===== src/bptc_pkg.sv =====
package bptc_pkg;

	// field widths
	localparam int RAW_W   = 24;
	localparam int CAL_W   = 16;
	localparam int PRESS_W = 17;
	localparam int TEMP_W  = 15;
	localparam int ADDR_W  = 5;
	localparam int DATA_W  = 32;

	// internal datapath widths
	localparam int DT_W    = 25;
	localparam int PROD_W  = 42;
	localparam int DD_W    = 50;
	localparam int Q_W     = 19;
	localparam int TEMP1_W = 20;
	localparam int TEMP2_W = 21;
	localparam int T2_W    = 17;
	localparam int AUX_W   = 34;
	localparam int FIVE_W  = 37;
	localparam int OFF_W   = 39;
	localparam int SENS_W  = 38;
	localparam int LO_W    = 19;
	localparam int MLO_W   = 45;
	localparam int MHI_W   = 44;
	localparam int FULL_W  = 63;
	localparam int DIFF_W  = 43;
	localparam int PQ_W    = 28;

	// register indexes
	typedef logic [2:0] reg_idx_t;
	localparam reg_idx_t REG_C1 = 3'd0;
	localparam reg_idx_t REG_C2 = 3'd1;
	localparam reg_idx_t REG_C3 = 3'd2;
	localparam reg_idx_t REG_C4 = 3'd3;
	localparam reg_idx_t REG_C5 = 3'd4;
	localparam reg_idx_t REG_C6 = 3'd5;

	// arithmetic constants
	localparam logic signed [TEMP1_W-1:0] TEMP_REF  = 20'sd2000;
	localparam logic signed [PROD_W-1:0]  Q_BIAS    = 42'sd8388607;
	localparam logic signed [DIFF_W-1:0]  P_BIAS    = 43'sd32767;
	localparam logic signed [TEMP2_W-1:0] TEMP_LO   = -21'sd4000;
	localparam logic signed [TEMP2_W-1:0] TEMP_HI   = 21'sd8500;
	localparam logic signed [PQ_W-1:0]    PRESS_LO  = 28'sd1000;
	localparam logic signed [PQ_W-1:0]    PRESS_HI  = 28'sd120000;

	// calibration words
	typedef struct packed {
		logic [CAL_W-1:0] c1;
		logic [CAL_W-1:0] c2;
		logic [CAL_W-1:0] c3;
		logic [CAL_W-1:0] c4;
		logic [CAL_W-1:0] c5;
		logic [CAL_W-1:0] c6;
	} cal_t;

	// record handed from the temperature path to the pressure path
	typedef struct packed {
		logic                      valid;
		logic [RAW_W-1:0]          d1;
		logic signed [OFF_W-1:0]   off;
		logic signed [SENS_W-1:0]  sens;
		logic signed [TEMP_W-1:0]  temperature;
	} comp_t;

endpackage


===== src/bptc_press_path.sv =====
module bptc_press_path (
	input  logic                               clk,
	input  logic                               arst_n,
	input  logic                               en,
	input  bptc_pkg::comp_t                    comp,
	output logic                               out_valid,
	output logic [bptc_pkg::PRESS_W-1:0]       pressure,
	output logic signed [bptc_pkg::TEMP_W-1:0] temperature
);
	import bptc_pkg::*;

	logic v_s6, v_s7, out_valid_q;

	logic [MLO_W-1:0]         mul_lo_s6;
	logic signed [MHI_W-1:0]  mul_hi_s6;
	logic signed [OFF_W-1:0]  off_s6;
	logic signed [TEMP_W-1:0] temp_s6, temp_s7;
	logic signed [DIFF_W-1:0] diff_s7;
	logic [PRESS_W-1:0]       pressure_q;
	logic signed [TEMP_W-1:0] temperature_q;

	logic signed [FULL_W-1:0] full;
	logic signed [DIFF_W-1:0] diff;
	logic signed [DIFF_W-1:0] p_adj;
	logic signed [PQ_W-1:0]   p_q;
	logic signed [PQ_W-1:0]   p_sat;

	always_ff @(posedge clk or negedge arst_n) begin
		if (!arst_n) begin
			v_s6        <= 1'b0;
			v_s7        <= 1'b0;
			out_valid_q <= 1'b0;
		end else if (en) begin
			v_s6        <= comp.valid;
			v_s7        <= v_s6;
			out_valid_q <= v_s7;
		end
	end

	// stage 7 logic: join partial products, scale, remove offset
	always_comb begin
		full = $signed({mul_hi_s6, 19'b0}) + $signed({18'b0, mul_lo_s6});
		diff = $signed({full[FULL_W-1], full[FULL_W-1:21]})
			- $signed({{4{off_s6[OFF_W-1]}}, off_s6});
	end

	// output stage logic: divide toward zero, clamp
	always_comb begin
		p_adj = diff_s7 + (diff_s7[DIFF_W-1] ? P_BIAS : '0);
		p_q   = p_adj[DIFF_W-1:15];
		if (p_q < PRESS_LO) begin
			p_sat = PRESS_LO;
		end else if (p_q > PRESS_HI) begin
			p_sat = PRESS_HI;
		end else begin
			p_sat = p_q;
		end
	end

	always_ff @(posedge clk) begin
		if (en) begin
			// stage 6: d1 times sens, split in two partial products
			mul_lo_s6 <= $signed({1'b0, comp.d1}) * $signed({1'b0, comp.sens[LO_W-1:0]});
			mul_hi_s6 <= $signed({1'b0, comp.d1}) * $signed(comp.sens[SENS_W-1:LO_W]);
			off_s6    <= comp.off;
			temp_s6   <= comp.temperature;
			// stage 7
			diff_s7 <= diff;
			temp_s7 <= temp_s6;
			// output register
			pressure_q    <= p_sat[PRESS_W-1:0];
			temperature_q <= temp_s7;
		end
	end

	assign out_valid   = out_valid_q;
	assign pressure    = pressure_q;
	assign temperature = temperature_q;

endmodule


===== config.mk =====
export PLATFORM = sky130hd
export DESIGN_NAME = bptc_press_path
export DESIGN_NICKNAME = d
export VERILOG_FILES = /design/src/bptc_pkg.sv /design/src/bptc_press_path.sv
export SDC_FILE = /design/constraint.sdc
export NUM_CORES = 2
export LEC_CHECK = 0
export BUFFER_PORTS_ARGS = -buffer_cell sky130_fd_sc_hd__buf_2
export CAP_MARGIN = 40
export CORE_MARGIN = 2
export CORE_UTILIZATION = 33
export CTS_BUF_LIST = sky130_fd_sc_hd__clkbuf_2
export CTS_CLUSTER_DIAMETER = 30
export DETAILED_ROUTE_END_ITERATION = 12
export PLACE_DENSITY = 0.44
export SETUP_SLACK_MARGIN = 0.02
export SLEW_MARGIN = 25
export SYNTH_ARGS = -nofsm -noshare
export SYNTH_HDL_FRONTEND = slang
export SYNTH_SLANG_ARGS = --single-unit

===== constraint.sdc =====
create_clock -name clk -period 13.1 [get_ports clk]
set_input_delay 2.62 -clock clk [delete_from_list [all_inputs] [get_ports clk]]
set_output_delay 2.62 -clock clk [all_outputs]
set_load 0.01 [all_outputs]

After elaboration in Yosys (flattened, before gate mapping) --
Cells that the tools add are included.
Cells by class: reduce and logical (&&, ||, !) cells 1, multiply operators 2, multiplexer cells 2, add/sub/neg operators 3, $lt $le $gt $ge 2
Operators by type and width (number):
- $add 63x46->63 | 1
- $mul 25x19->44 | 1
- $add 43x15->43 | 1
- $mul 24x19->43 | 1
- $sub 42x39->43 | 1
- $gt 28x18->1 const B | 1
- $lt 28x11->1 const B | 1
- $mux 17 | 1
- $mux 15 | 1
- $reduce_or 2->1 | 1
Word-level totals: word-level logic and storage cells 22, output and inout port bits 33, input port bits 120, register bits after elaboration 236

Longest topological paths before layout --
depth in word-level cells 4, gate-level depth with buffers 27, depth with buffers taken out 25

Least setup slack after synthesis --
OpenSTA, ideal clock, no wires.
path type input to register, start point in comp[106] in the netlist's numbering, end point reg mul_hi_s6[30] (data pin), data arrival time 8.771 ns, required time 12.842 ns, path slack 4.070 ns, cell stages on the path 21, buffers on the path 2, library setup time 0.258 ns, cell sequence clkbuf_1 -> clkbuf_1 -> nand2_1 -> fa_1 -> fa_1 -> fa_1 -> inv_1 -> fa_1 -> fa_1 -> fa_1 -> fa_1 -> ha_1 -> a21oi_1 -> o21ai_0 -> a311o_1 -> a22oi_1 -> o21bai_1 -> a2111o_1 -> a31o_2 -> a21oi_1 -> xnor2_1
On the way: word-level cells in the longest chain between the ends 1
RTL lines:
- start: declaration | RTL line bptc_press_path.sv:5 | input bptc_pkg::comp_t comp,
- $mul 25x19->44 | RTL line bptc_press_path.sv:64 | mul_hi_s6 <= $signed({1'b0, comp.d1}) * $signed(comp.sens[SENS_W-1:LO_W]);
- end signal: assignment | RTL line bptc_press_path.sv:64
- end: declaration | RTL line bptc_press_path.sv:15 | logic signed [MHI_W-1:0] mul_hi_s6;
Every way passes these cells. A chain may end at the register's enable or synchronous reset.

Worst setup path after layout --
start point in comp[99] in the netlist's numbering, end point reg mul_hi_s6[30] (data pin)
The elaborated chain is that of the path after synthesis.

==> metrics.md <==
| Metric | Value |
|---|---|
| FF+latch count, synth | 215 |
| WS Path Type | in -> reg |
| First-pass GRT wire length | 179000 microns |
| Inserted Clock Buffers | 56 |
| Syn_nets | 5454 |
| Grt met2 use | 0.310 |
| Hold Buf Count CTS | 0 |
| Largest net degree at the start of global routing | 74 |
| Worst path required time | 13.85 ns |
| Worst EP arrival | 9.64 ns |
| Grt met1 use | 0.258 |
| FP Rows | 128 |
| Yosys warns | 0 |
| Setup violators final | 0 |
| CTS tree | built |
| Post-layout min period | 8.90 ns |
| NumNets Final | 5511 |
| Max clock buf depth | 3 |
| Initial antenna violation count | 5 |
| Cell variety after synth | 76 |
| Post-CTS Repair Setup Buffers | 0 |
| Hold Crit Class | reg -> reg |
| Synth area leaders | fa_1, edfxtp_1, ha_1 |
| Die height | 353 microns |
| Layout cells sized above 1 | 0.0691 |
| Initial core utilization | 0.331 |
| Global route hottest layer | met2 |
| TNS Setup | 0 ns |
| # port buffers | 152 |
| EDFF count, synth | 212 |
| Slew headroom | 0.468 |
| Tcrit/Tclk final | 0.679 |
| Hold Vio Cnt, Final | 0 |
| Mapped Avg Cell Area | 9.54 sq um |
| Top cell type's share of synthesized area | 0.371 |
| Clock root cell | clkbuf_2 |
| Max Freq | 112 MHz |
| Startpoint Class | input pin |
| DRT Wirelength | 113000 microns |
| Resize count post-CTS | 0 |
| Mapped cell area | 40200 sq um |
| DRT antenna net count | 0 |
| Gpl congestion | 0.850 |
| Most frequent cells after synthesis | inv_1, fa_1, nand2_1, ha_1, and2_1 |
| GR Util met3 | 0.0153 |
| Synth async-reset ratio | 0.0140 |
| Number of max-cap violations | 0 |
| Overall Global Routing Usage | 0.184 |
| H-tree Lvls | 2 |
| Clock-pin slew on the worst setup and hold paths | 0.10 ns |
| Status | complete, no violations |
| Final count of pins violating max slew | 0 |
| Most common cell in the synthesized netlist | inv_1 |
| Clk_skew | 0.102 ns |
| CP max FO | 20 |
| Clock Latency Late Sink | 0.97 ns |
| Vias in the first global route | 30456 |
| Post-DP HPWL | 88800 microns |
| WL per Instance | 19.0 microns |
| Die X-Extent | 353 microns |
| Top_reg_cell synth | edfxtp_1 |
| Routed vias/inst | 4.72 |
| Clk sinks | 215 |
| Cells after Synth | 4213 |
| Initial DRT Pass Iterations | 6 |
| Actual slew at the worst max-slew pin | 0.798 ns |
| Via count | 28050 |
| Dominant cell type by area after synthesis | fa_1 |
| RSZ-0062 raised after global routing | false |
| DR DRC count | 0 |
| Critical Path End Type | register |
| Io pins | 153 |
| Total gr overflow | 0 |
| Sequential-to-total area share from yosys stat | 0.160 |
| Area growth syn-to-layout | 7.76% |
| Core ar. | 121000 sq um |
| Initial DRC count | 1302 |
| Total Die Area | 125000 sq um |
==> cells in the final DEF, fill, tap and decap left out, types with 43 or more instances in the layout <==
master and n:
inv_1 896, fa_1 746, nand2_1 600, ha_1 375
and2_1 358, edfxtp_1 212, buf_2 151, a21oi_1 118
xnor2_1 100, nor2_1 82, clkbuf_2 74, o21ai_0 64
a21o_1 59, nand3_1 45, xor2_1 43
==> path summary, 6_finish.rpt <==
check	from	slack [ns]	end	cells after the start
hold reg to reg	temp_s7[8]	0.42	temperature[8]	0
setup reg to reg	mul_lo_s6[20]	7.37	diff_s7[37]	22
max in group asynchronous	arst_n	11.55	v_s7	1
hold / removal	temp_s7[8]	0.42	temperature[8]	0
setup / recovery	comp[99]	4.20	mul_hi_s6[30]	23
min in group asynchronous	arst_n	1.44	v_s6	1
==> final cells by class <==
class	count	area, sq um
antenna	1	2.50
timing repair buffer	181	1250
inverter	896	3360
tap	1625	2030
clock buffer	74	370
multi-input combinational	2920	29700
fill	12662	78100
clock inverter	26	155
sequential	215	6440
==> critical path: stages <==
cell,delay [ns]
buf_2,0.46
buf_16,0.24
nand2_1,0.09
fa_1,0.57
inv_1,0.05
fa_1,0.50
inv_1,0.05
fa_1,0.55
inv_1,0.06
fa_1,0.38
fa_1,0.55
fa_1,0.44
fa_1,0.48
ha_1,0.38
a21oi_1,0.15
o21ai_0,0.10
a311o_1,0.33
a22oi_1,0.39
o21bai_1,0.14
a2111o_1,0.44
a31o_2,0.24
a21oi_1,0.17
xnor2_1,0.21
==> state kept, by name (all words and copies together), names as in the netlist <==
signal,cells
v_s6,1
temperature,15
out_valid,1
diff_s7,43
off_s6,39
temp_s7,15
mul_lo_s6,24
pressure,17
mul_hi_s6,44
v_s7,1
temp_s6,15
==> through the flow <==
step	cells	setup slack [ns]	area, sq um	hold slack [ns]	utilization
floorplan	4213	4.07	40200	0.400	-
finish	5938	4.20	43300	0.416	0.357
global placement	5823	3.12	42400	0.401	0.350
CTS	5937	4.31	43300	0.419	0.357
global route	5938	3.94	43300	0.424	0.357
detailed placement	5837	3.25	42800	0.405	0.353
==> metal layers <==
metal / vias to the layer above / share of wire
li1: 13098 / -
met1: 14308 / 0.48
met2: 528 / 0.47
met3: 116 / 0.033
met4: 0 / 0.019
met5: - / 0
==> kinds of logic after synthesis <==
kind of cell / count (synthesis) / share of synthesized area
AOI/OAI and AO/OA: 382 / 0.0633
xor gates and xnor gates: 143 / 0.0311
adders and majority gates: 1121 / 0.488
buffers and inverters: 1078 / 0.101
DFF: 215 / 0.160
muxes: 8 / 0.00208
and+or+nand+nor: 1266 / 0.154
Power is left out: the tool's default activity adds up to more than one toggle a clock period on the data nets, which glitch-free logic cannot reach.
