--- src/bptc_pkg.sv ---
package bptc_pkg;

	// field widths
	localparam int RAW_W   = 24;
	localparam int CAL_W   = 16;
	localparam int PRESS_W = 17;
	localparam int TEMP_W  = 15;
	localparam int ADDR_W  = 5;
	localparam int DATA_W  = 32;

	// internal datapath widths
	localparam int DT_W    = 25;
	localparam int PROD_W  = 42;
	localparam int DD_W    = 50;
	localparam int Q_W     = 19;
	localparam int TEMP1_W = 20;
	localparam int TEMP2_W = 21;
	localparam int T2_W    = 17;
	localparam int AUX_W   = 34;
	localparam int FIVE_W  = 37;
	localparam int OFF_W   = 39;
	localparam int SENS_W  = 38;
	localparam int LO_W    = 19;
	localparam int MLO_W   = 45;
	localparam int MHI_W   = 44;
	localparam int FULL_W  = 63;
	localparam int DIFF_W  = 43;
	localparam int PQ_W    = 28;

	// register indexes
	typedef logic [2:0] reg_idx_t;
	localparam reg_idx_t REG_C1 = 3'd0;
	localparam reg_idx_t REG_C2 = 3'd1;
	localparam reg_idx_t REG_C3 = 3'd2;
	localparam reg_idx_t REG_C4 = 3'd3;
	localparam reg_idx_t REG_C5 = 3'd4;
	localparam reg_idx_t REG_C6 = 3'd5;

	// arithmetic constants
	localparam logic signed [TEMP1_W-1:0] TEMP_REF  = 20'sd2000;
	localparam logic signed [PROD_W-1:0]  Q_BIAS    = 42'sd8388607;
	localparam logic signed [DIFF_W-1:0]  P_BIAS    = 43'sd32767;
	localparam logic signed [TEMP2_W-1:0] TEMP_LO   = -21'sd4000;
	localparam logic signed [TEMP2_W-1:0] TEMP_HI   = 21'sd8500;
	localparam logic signed [PQ_W-1:0]    PRESS_LO  = 28'sd1000;
	localparam logic signed [PQ_W-1:0]    PRESS_HI  = 28'sd120000;

	// calibration words
	typedef struct packed {
		logic [CAL_W-1:0] c1;
		logic [CAL_W-1:0] c2;
		logic [CAL_W-1:0] c3;
		logic [CAL_W-1:0] c4;
		logic [CAL_W-1:0] c5;
		logic [CAL_W-1:0] c6;
	} cal_t;

	// record handed from the temperature path to the pressure path
	typedef struct packed {
		logic                      valid;
		logic [RAW_W-1:0]          d1;
		logic signed [OFF_W-1:0]   off;
		logic signed [SENS_W-1:0]  sens;
		logic signed [TEMP_W-1:0]  temperature;
	} comp_t;

endpackage

--- src/bptc_apb_regs.sv ---
module bptc_apb_regs (
	input  logic                          clk,
	input  logic                          arst_n,
	input  logic                          psel,
	input  logic                          penable,
	input  logic                          pwrite,
	input  logic [bptc_pkg::ADDR_W-1:0]   paddr,
	input  logic [bptc_pkg::DATA_W-1:0]   pwdata,
	output logic [bptc_pkg::DATA_W-1:0]   prdata,
	output logic                          pready,
	output bptc_pkg::cal_t                cal
);
	import bptc_pkg::*;

	cal_t     cal_q;
	reg_idx_t idx;
	logic     wr_en;

	assign pready = 1'b1;
	assign idx    = paddr[ADDR_W-1:2];
	assign wr_en  = psel && penable && pwrite && pready;
	assign cal    = cal_q;

	// register writes on the access cycle
	always_ff @(posedge clk or negedge arst_n) begin
		if (!arst_n) begin
			cal_q <= '0;
		end else if (wr_en) begin
			case (idx)
				REG_C1: begin
					cal_q.c1 <= pwdata[CAL_W-1:0];
				end
				REG_C2: begin
					cal_q.c2 <= pwdata[CAL_W-1:0];
				end
				REG_C3: begin
					cal_q.c3 <= pwdata[CAL_W-1:0];
				end
				REG_C4: begin
					cal_q.c4 <= pwdata[CAL_W-1:0];
				end
				REG_C5: begin
					cal_q.c5 <= pwdata[CAL_W-1:0];
				end
				REG_C6: begin
					cal_q.c6 <= pwdata[CAL_W-1:0];
				end
				default: begin
				end
			endcase
		end
	end

	// read mux
	always_comb begin
		case (idx)
			REG_C1:  prdata = {{(DATA_W-CAL_W){1'b0}}, cal_q.c1};
			REG_C2:  prdata = {{(DATA_W-CAL_W){1'b0}}, cal_q.c2};
			REG_C3:  prdata = {{(DATA_W-CAL_W){1'b0}}, cal_q.c3};
			REG_C4:  prdata = {{(DATA_W-CAL_W){1'b0}}, cal_q.c4};
			REG_C5:  prdata = {{(DATA_W-CAL_W){1'b0}}, cal_q.c5};
			REG_C6:  prdata = {{(DATA_W-CAL_W){1'b0}}, cal_q.c6};
			default: prdata = '0;
		endcase
	end

endmodule

--- config.mk ---
export PLATFORM = sky130hd
export DESIGN_NAME = bptc_apb_regs
export DESIGN_NICKNAME = d
export VERILOG_FILES = /design/src/bptc_pkg.sv /design/src/bptc_apb_regs.sv
export SDC_FILE = /design/constraint.sdc
export NUM_CORES = 1
export LEC_CHECK = 0
export BUFFER_PORTS_ARGS = -buffer_cell sky130_fd_sc_hd__buf_2
export CORE_UTILIZATION = 40
export CTS_CLUSTER_SIZE = 10
export DETAILED_ROUTE_END_ITERATION = 8
export HOLD_SLACK_MARGIN = 0.15
export PLACE_DENSITY = 0.7
export SLEW_MARGIN = 25
export SYNTH_ARGS = -nofsm -noshare
export SYNTH_HDL_FRONTEND = slang
export SYNTH_SLANG_ARGS = --single-unit
--- constraint.sdc ---
create_clock -name clk -period 1.1 [get_ports clk]
set_input_delay 0.11 -clock clk [delete_from_list [all_inputs] [get_ports clk]]
set_output_delay 0.11 -clock clk [all_outputs]
set_load 0.02 [all_outputs]
== Word-level counts from Yosys, hierarchy flattened ==
Cells that the tools add are included.
W data, S select, Z words.

* Equal/unequal tests: 5
* Reduce and logical (&&, ||, !) cells: 9
* Multiplexer cells: 1

{| class="wikitable"
|+ Operators with widths
! cell !! count
|-
| $pmux W16 S6 || 1
|-
| $reduce_and A2 Y1 || 6
|-
| $eq A3 B2 Y1 const B || 2
|-
| $eq A3 B3 Y1 const B || 2
|-
| $eq A3 B1 Y1 const B || 1
|-
| $logic_not A3 Y1 || 1
|-
| $logic_and A1 B1 Y1 || 2
|}

* Output and inout port bits: 129
* Input port bits: 42
* Register bits: 96

== Depth between registers and ports, before layout ==
Gate-level depths: netlist of the first run.

* Word-level depth: 3
* Gate-level depth with buffers: 6

== Worst setup path before layout of the first run ==
OpenSTA, ideal clock, no wires.

* Kind: input -> register
* Start point: input port paddr[4] in the netlist's numbering
* End point: register cal_q, in the netlist cal[53]
* Setup time: 0.125 ns
* Data required time: 0.975 ns
* Stages on the path: 6
* Arrival: 1.295 ns
* Slack: -0.320 ns
* Cell sequence: clkbuf_2 > nand2b_1 > buf_2 > nor2_4 > buf_6 > mux2_2

* Cells in the longest elaborated chain, start to end: 2

{| class="wikitable"
|+ RTL lines
! element !! line !! text
|-
| from (decl) || bptc_apb_regs.sv:7 || <nowiki>input logic [bptc_pkg::ADDR_W-1:0] paddr,</nowiki>
|-
| $eq A3 B2 Y1 || bptc_apb_regs.sv:29 || <nowiki>case (idx)</nowiki>
|-
| $reduce_and A2 Y1 (no line) || - ||
|-
| to (decl) || bptc_apb_regs.sv:15 || <nowiki>cal_t cal_q;</nowiki>
|}

No other way between the ends.
A chain may end at the register's enable or synchronous reset.

== Final worst setup path of the first run ==
* Start point: register cal_q, in the netlist cal[56]
* End point: output port prdata[8] in the netlist's numbering

* Cells in the longest elaborated chain, start to end: 1

{| class="wikitable"
|+ RTL lines
! element !! line !! text
|-
| $pmux W16 S6 || bptc_apb_regs.sv:56 || <nowiki>case (idx)</nowiki>
|-
| to (decl) || bptc_apb_regs.sv:9 || <nowiki>output logic [bptc_pkg::DATA_W-1:0] prdata,</nowiki>
|}

No other way between the ends.

==> results of run 1 <==
==> through the flow <==
stage / area [um^2] / power (mW) / utilization / TNS [ps] / worst slack [ps]
after CTS: 7570 / 13.7 / 0.686 / -7480 / -518
after detailed placement: 6460 / 9.11 / 0.586 / -32840 / -345
after global placement: 6460 / 9.00 / 0.586 / -31520 / -330
after floorplan: 5080 / 7.22 / - / -15390 / -253
final: 7860 / 14.1 / 0.713 / -7890 / -526
after global routing: 7860 / 14.7 / 0.713 / -10000 / -570
==> final timing paths <==
| path | startpoint | endpoint | cells past startpoint |
|---|---|---|---|
| min | arst_n | cal[0] | 2 |
| min in group clk | paddr[2] | cal[67] | 5 |
| max in group asynchronous | arst_n | cal[54] | 3 |
| max | cal[56] | prdata[8] | 4 |
| min reg2reg | cal[43] | cal[43] | 1 |
| max reg2reg | cal[58] | cal[58] | 3 |
==> power by group <==
| part | total [mW] | switching [mW] | internal [mW] |
|---|---|---|---|
| Clock | 3.65 | 1.36 | 2.29 |
| Combinational | 5.64 | 2.56 | 3.07 |
| Sequential | 4.81 | 0.573 | 4.24 |
| Total | 14.1 | 4.50 | 9.60 |
==> cells in the mapped netlist <==
cell type,count,area share
nand3_1,2,0.0022
clkbuf_1,4,0.0033
buf_4,24,0.039
a31oi_1,6,0.0082
clkbuf_2,1,0.0011
a311o_1,2,0.0043
conb_1,2,0.0016
nand4_2,1,0.0027
buf_6,2,0.0049
a21oi_1,2,0.0022
buf_2,6,0.0065
nand4b_4,1,0.0052
o21ai_0,2,0.0022
mux2_2,98,0.24
o221ai_1,6,0.011
nor2_4,3,0.0073
a211oi_1,2,0.0033
a221oi_1,6,0.011
a221o_1,2,0.0043
mux2_1,10,0.024
mux2i_1,26,0.057
nand2_1,12,0.0098
nor2_2,1,0.0014
inv_1,1,0.00081
nor2b_1,1,0.0014
dfrtp_1,96,0.52
nor2_1,6,0.0049
nand2b_1,2,0.0027
or3_1,6,0.0082
nor3_4,2,0.0071
==> placed cells by master, fill, tap and decap left out, types with 6 or more instances in the layout <==
| master | instances |
|---|---|
| conb_1 | 17 |
| buf_4 | 52 |
| dfrtp_2 | 10 |
| dfrtp_1 | 86 |
| clkbuf_16 | 10 |
| buf_6 | 124 |
| buf_12 | 12 |
| mux2_4 | 36 |
| buf_2 | 62 |
| mux2i_1 | 24 |
| nand2_1 | 12 |
| nor2_1 | 6 |
| mux2_2 | 67 |
| dlygate4sd3_1 | 17 |
==> cell type report <==
class	instances	area (um^2)
fill	720	3170
sequential	96	2410
clock buffer	11	243
inverter	1	7.51
timing repair buffer	268	2530
multi-input combinational	216	2380
tap	140	175
clock inverter	5	104
==> worst register-to-register path: cells and delay by family, from the launching register on <==
family   cells  cell delay (ps)
mux          1              260
flops        1              410
buf+inv      2              250
==> layer usage <==
layer  up-vias  wire length (um)  GRT usage
met5         -                 0          0
met4         0               357      0.125
met3        28               833     0.0353
met2       150              7530      0.403
met1      1996              6280      0.336
li1       1706                 -          -
==> logic make-up after synthesis <==
group | count (synthesis)
compound gates | 28
buf+inv | 38
flops | 96
mux | 134
other cells | 2
simple gates | 37
==> timing repair <==
item	in CTS	in global routing
pin swaps	4	7
buffers inserted	18	38
endpoints found under the hold margin	192	0
resized for setup	174	61
hold buffers	17	0
setup endpoints to repair	69	102
gates cloned	0	1
==> run_results.csv, run 1 <==
group,metric,value,unit
run_status,status,"finished with violations",
run_status,violations,"negative setup slack",
placement,portBuffers,135,
cells_and_area,largest_reg_flops,96,
setup_path,cp_cell_sequence,"mux2_4 -> a221oi_4 -> a31oi_4 -> buf_6",
setup_path,crit_fanout,2,
setup_path,path_delay_family,"flip-flops",
timing,hold_violations,0,
clock_network,cts.sinks,96,
die,initial_core_util,0.417,
timing,whs,209,ps
route,drt_drc_violations_left,0,
placement,gp_congestion,0.805,
pwr,peakVddDrop,0.958,mV
setup_path,crit_slowest_cell,"dfrtp_2",
logic_synthesis,yosys.area_share.simple,0.0527,
clock_network,clk_latency,340,ps
timing,finalCriticalPeriod,1630,ps
logic_synthesis,synth-xor-area-share,0,
setup_path,cp.buffers_inverters,1,
global_routing,grt_pass1_vias,4019,
global_routing,grt.total_usage,0.252,
die,fp.dieW,109,um
cells_and_area,layout-drive-gt1-share,0.692,
timing,rsz0062_at_grt,"yes",
logic_synthesis,yosys.area_share.adder,0,
timing,max_freq,615,MHz
logic_synthesis,synth_area,0.00460,mm^2
logic_synthesis,synth_cell_type_count,30,
cells_and_area,diodes,0,
clock_network,cts.clk_slew.worst_paths,70,ps
global_routing,grt_antenna_before_repair,0,
clock_network,cts_buffers,9,
route,detail_route.wl_per_cell,20.4,um
route,firstDrtPassIters,4,
route,dr.first_iter.drc_count,204,
global_routing,overflow,0,
cells_and_area,nets,634,
logic_synthesis,synth_top_family_by_area,"multiplexers",
global_routing,grt_pass1_wl,22100,um
logic_synthesis,syn_area_per_cell,13.7,um^2
setup_path,required,990,ps
die,die_height,109,um
cells_and_area,instances_no_fill,737,
placement,hpwl,9610,um
timing,finClkSkew,0,ps
logic_synthesis,muxShareOfSynthArea,0.321,
placement,placed_cells,686,
die,core,0.0110,mm^2
logic_synthesis,synth_compound_area_frac,0.0473,
route,vias,3880,
die,die-area,0.0119,mm^2
setup_path,cp-start-kind,"flip-flop",
logic_synthesis,yosysSeqAreaShare,0.522,
run,drv_cap,0,
clock_network,cts_max_path_buffers,2,
worst_hold_path,hold_class,"in2async",
cells_and_area,syn_to_final_growth,70.8,%
die,core.rowCount,38,
clock_network,cts_htree_levels,3,
logic_synthesis,synthCells,335,
setup_path,end_kind,"primary output",
timing,setup_viol,36,
global_routing,grt_max_degree,34,
route,routed_wl,15000,um
setup_path,crit_path_max_incr_delay,430,ps
clock_network,tritoncts,"yes",
pwr,power.leakage,3.79,nW
setup_path,worst-setup-path-type,"reg2out",
logic_synthesis,ys_ff_latch,96,
pwr,power_density,1790,mW/mm^2
timing,min_period_over_period,1.48,
route,avgViaCountPerCell,5.26,
setup_path,critPathArrivalTime,1520,ps
timing,drv_slew,0,
clock_network,cts_root_buf,"clkbuf_16",
timing,fin_ws,-526,ps
route,ant_nets,0,
die,io_pins,171,
logic_synthesis,synth_warnings,0,
setup_path,rrSetupSlack,60,ps
Power figures use the tool's default switching activity.
==> run 2, diff against run 1 <==
==> constraint.sdc (replaced) <==
create_clock -name clk -period 1.1 [get_ports clk]
set_input_delay 0.11 -clock clk [delete_from_list [all_inputs] [get_ports clk]]
set_output_delay 0.11 -clock clk [all_outputs]
set_load 0.01 [all_outputs]
==> run_results.csv, run 2 (synthesis gave the netlist of run 1 again) <==
group,metric,value,unit
route,avgViaCountPerCell,5.09,
pwr,p_sw,3.56,mW
cells_and_area,mostFrequentLayoutCell,"dfrtp_1",
die,initial_core_util,0.417,
timing,max_freq,628,MHz
timing,fin_ws,-492,ps
global_routing,grt_pass1_vias,3820,
die,die-area,0.0119,mm^2
placement,placed_cells,678,
clock_network,cts_buffers,9,
cells_and_area,instances_no_fill,719,
route,vias,3657,
timing,drv_slew,0,
die,core,0.0110,mm^2
clock_network,clk_latency,340,ps
run_status,violations,"negative setup slack",
cells_and_area,layout-drive-gt1-share,0.642,
run,drv_cap,0,
clock_network,cts_htree_levels,3,
cells_and_area,fin_util,0.659,
route,detail_route.wl_per_cell,19.0,um
route,ant_nets,0,
timing,finClkSkew,0,ps
setup_path,end_kind,"primary output",
setup_path,cp_cell_sequence,"mux2i_1 -> o21ai_1 -> a221o_1 -> buf_2",
pwr,p_seq_frac,0.385,
setup_path,cp-start-kind,"flip-flop",
route,firstDrtPassIters,4,
route,drt_drc_violations_left,0,
die,die_height,109,um
cells_and_area,nets,616,
timing,whs,302,ps
clock_network,cts_max_path_buffers,2,
timing,rsz0062_at_grt,"yes",
die,core.rowCount,38,
global_routing,grt.total_usage,0.235,
timing,setup_viol,19,
pwr,combPwrFrac,0.347,
setup_path,worst-setup-path-type,"reg2out",
pwr,cell_internal_pwr,8.82,mW
die,io_pins,171,
run_status,status,"finished with violations",
pwr,p_sw_frac,0.287,
die,fp.dieW,109,um
setup_path,crit_path_max_incr_delay,400,ps
global_routing,grt_pass1_wl,20700,um
cells_and_area,diodes,0,
placement,hpwl,9450,um
clock_network,cts.clk_slew.worst_paths,70,ps
route,routed_wl,13600,um
placement,dpl_cell_area,0.00621,mm^2
route,dr.first_iter.drc_count,136,
clock_network,cts.sinks,96,
worst_hold_path,hold_class,"in2async",
pwr,power_density,1700,mW/mm^2
pwr,power.leakage,3.62,nW
cells_and_area,syn_to_final_growth,57.8,%
cells_and_area,largest_reg_flops,96,
setup_path,crit_fanout,2,
placement,gp_congestion,0.802,
global_routing,grt_antenna_before_repair,0,
timing,min_period_over_period,1.45,
setup_path,required,990,ps
cells_and_area,design_area,0.00726,mm^2
cells_and_area,final_cell_mix,"dfrtp_1 (96), buf_6 (91), buf_2 (88)",
pwr,p_clk_frac,0.268,
clock_network,cts_root_buf,"clkbuf_16",
setup_path,crit_slowest_cell,"dfrtp_1",
global_routing,grt_max_degree,68,
timing,finalCriticalPeriod,1590,ps
timing,hold_violations,0,
setup_path,critPathArrivalTime,1480,ps
clock_network,tritoncts,"yes",
pwr,peakVddDrop,1.13,mV
global_routing,overflow,0,
placement,portBuffers,135,
==> run 2: timing repair <==
action	in CTS	in global routing
pin swaps	2	3
setup endpoints to repair	59	71
gates resized for setup	60	46
setup buffers	14	15
endpoints found under the hold margin	192	0
hold buffers	17	0
==> run 2: final cells by class <==
| cell class | count | area, um^2 |
|---|---|---|
| fillers | 819 | 3770 |
| multi-input cells | 216 | 2220 |
| inverters | 1 | 7.51 |
| flip-flops and latches | 96 | 2400 |
| well taps | 140 | 175 |
| repair buffers | 250 | 2140 |
| clock buffers | 14 | 284 |
| clock inverters | 2 | 35.0 |
==> run 2: through the flow <==
step	setup TNS (ps)	setup slack [ps]	total power [mW]
floorplan	-14370	-253	6.43
global placement	-25400	-274	8.09
detailed placement	-28530	-296	8.20
CTS	-6370	-459	12.1
global route	-8400	-548	13.0
finish	-6940	-492	12.4
==> run 2: power by group through the flow <==
| stage | Combinational, mW | Sequential, mW | Clock (mW) |
|---|---|---|---|
| finish | 4.29 | 4.77 | 3.32 |
| detailed placement | 3.44 | 4.76 | 0 |
| CTS | 4.01 | 4.71 | 3.37 |
| floorplan | 1.36 | 5.07 | 0 |
| global route | 4.60 | 4.85 | 3.51 |
| global placement | 3.37 | 4.72 | 0 |
==> run 2: routing by layer <==
layer | share of wire | track usage | wire length, um | vias up
met5 | 0 | 0 | 0 | -
met4 | 0.0080 | 0.0467 | 109 | 0
met3 | 0.057 | 0.0663 | 775 | 12
met2 | 0.51 | 0.403 | 6990 | 119
met1 | 0.42 | 0.294 | 5760 | 1857
li1 | - | - | - | 1669
==> run 2: path summary, 6_finish.rpt <==
kind	from	endpoint	slack (ps)	cells past startpoint
setup / recovery	cal[78]	prdata[14]	-490	4
hold / removal	arst_n	cal[52]	300	3
setup reg to reg	cal[93]	cal[93]	90	3
hold reg to reg	cal[87]	cal[87]	520	1
max in group asynchronous	arst_n	cal[74]	440	3
min in group clk	paddr[3]	cal[67]	470	5
==> run 2: critical path: cells and delay by family (launching register included) <==
family	cells	cell delay, ps
buf+inv	1	140
flops	1	400
compound gates	2	410
mux	1	190
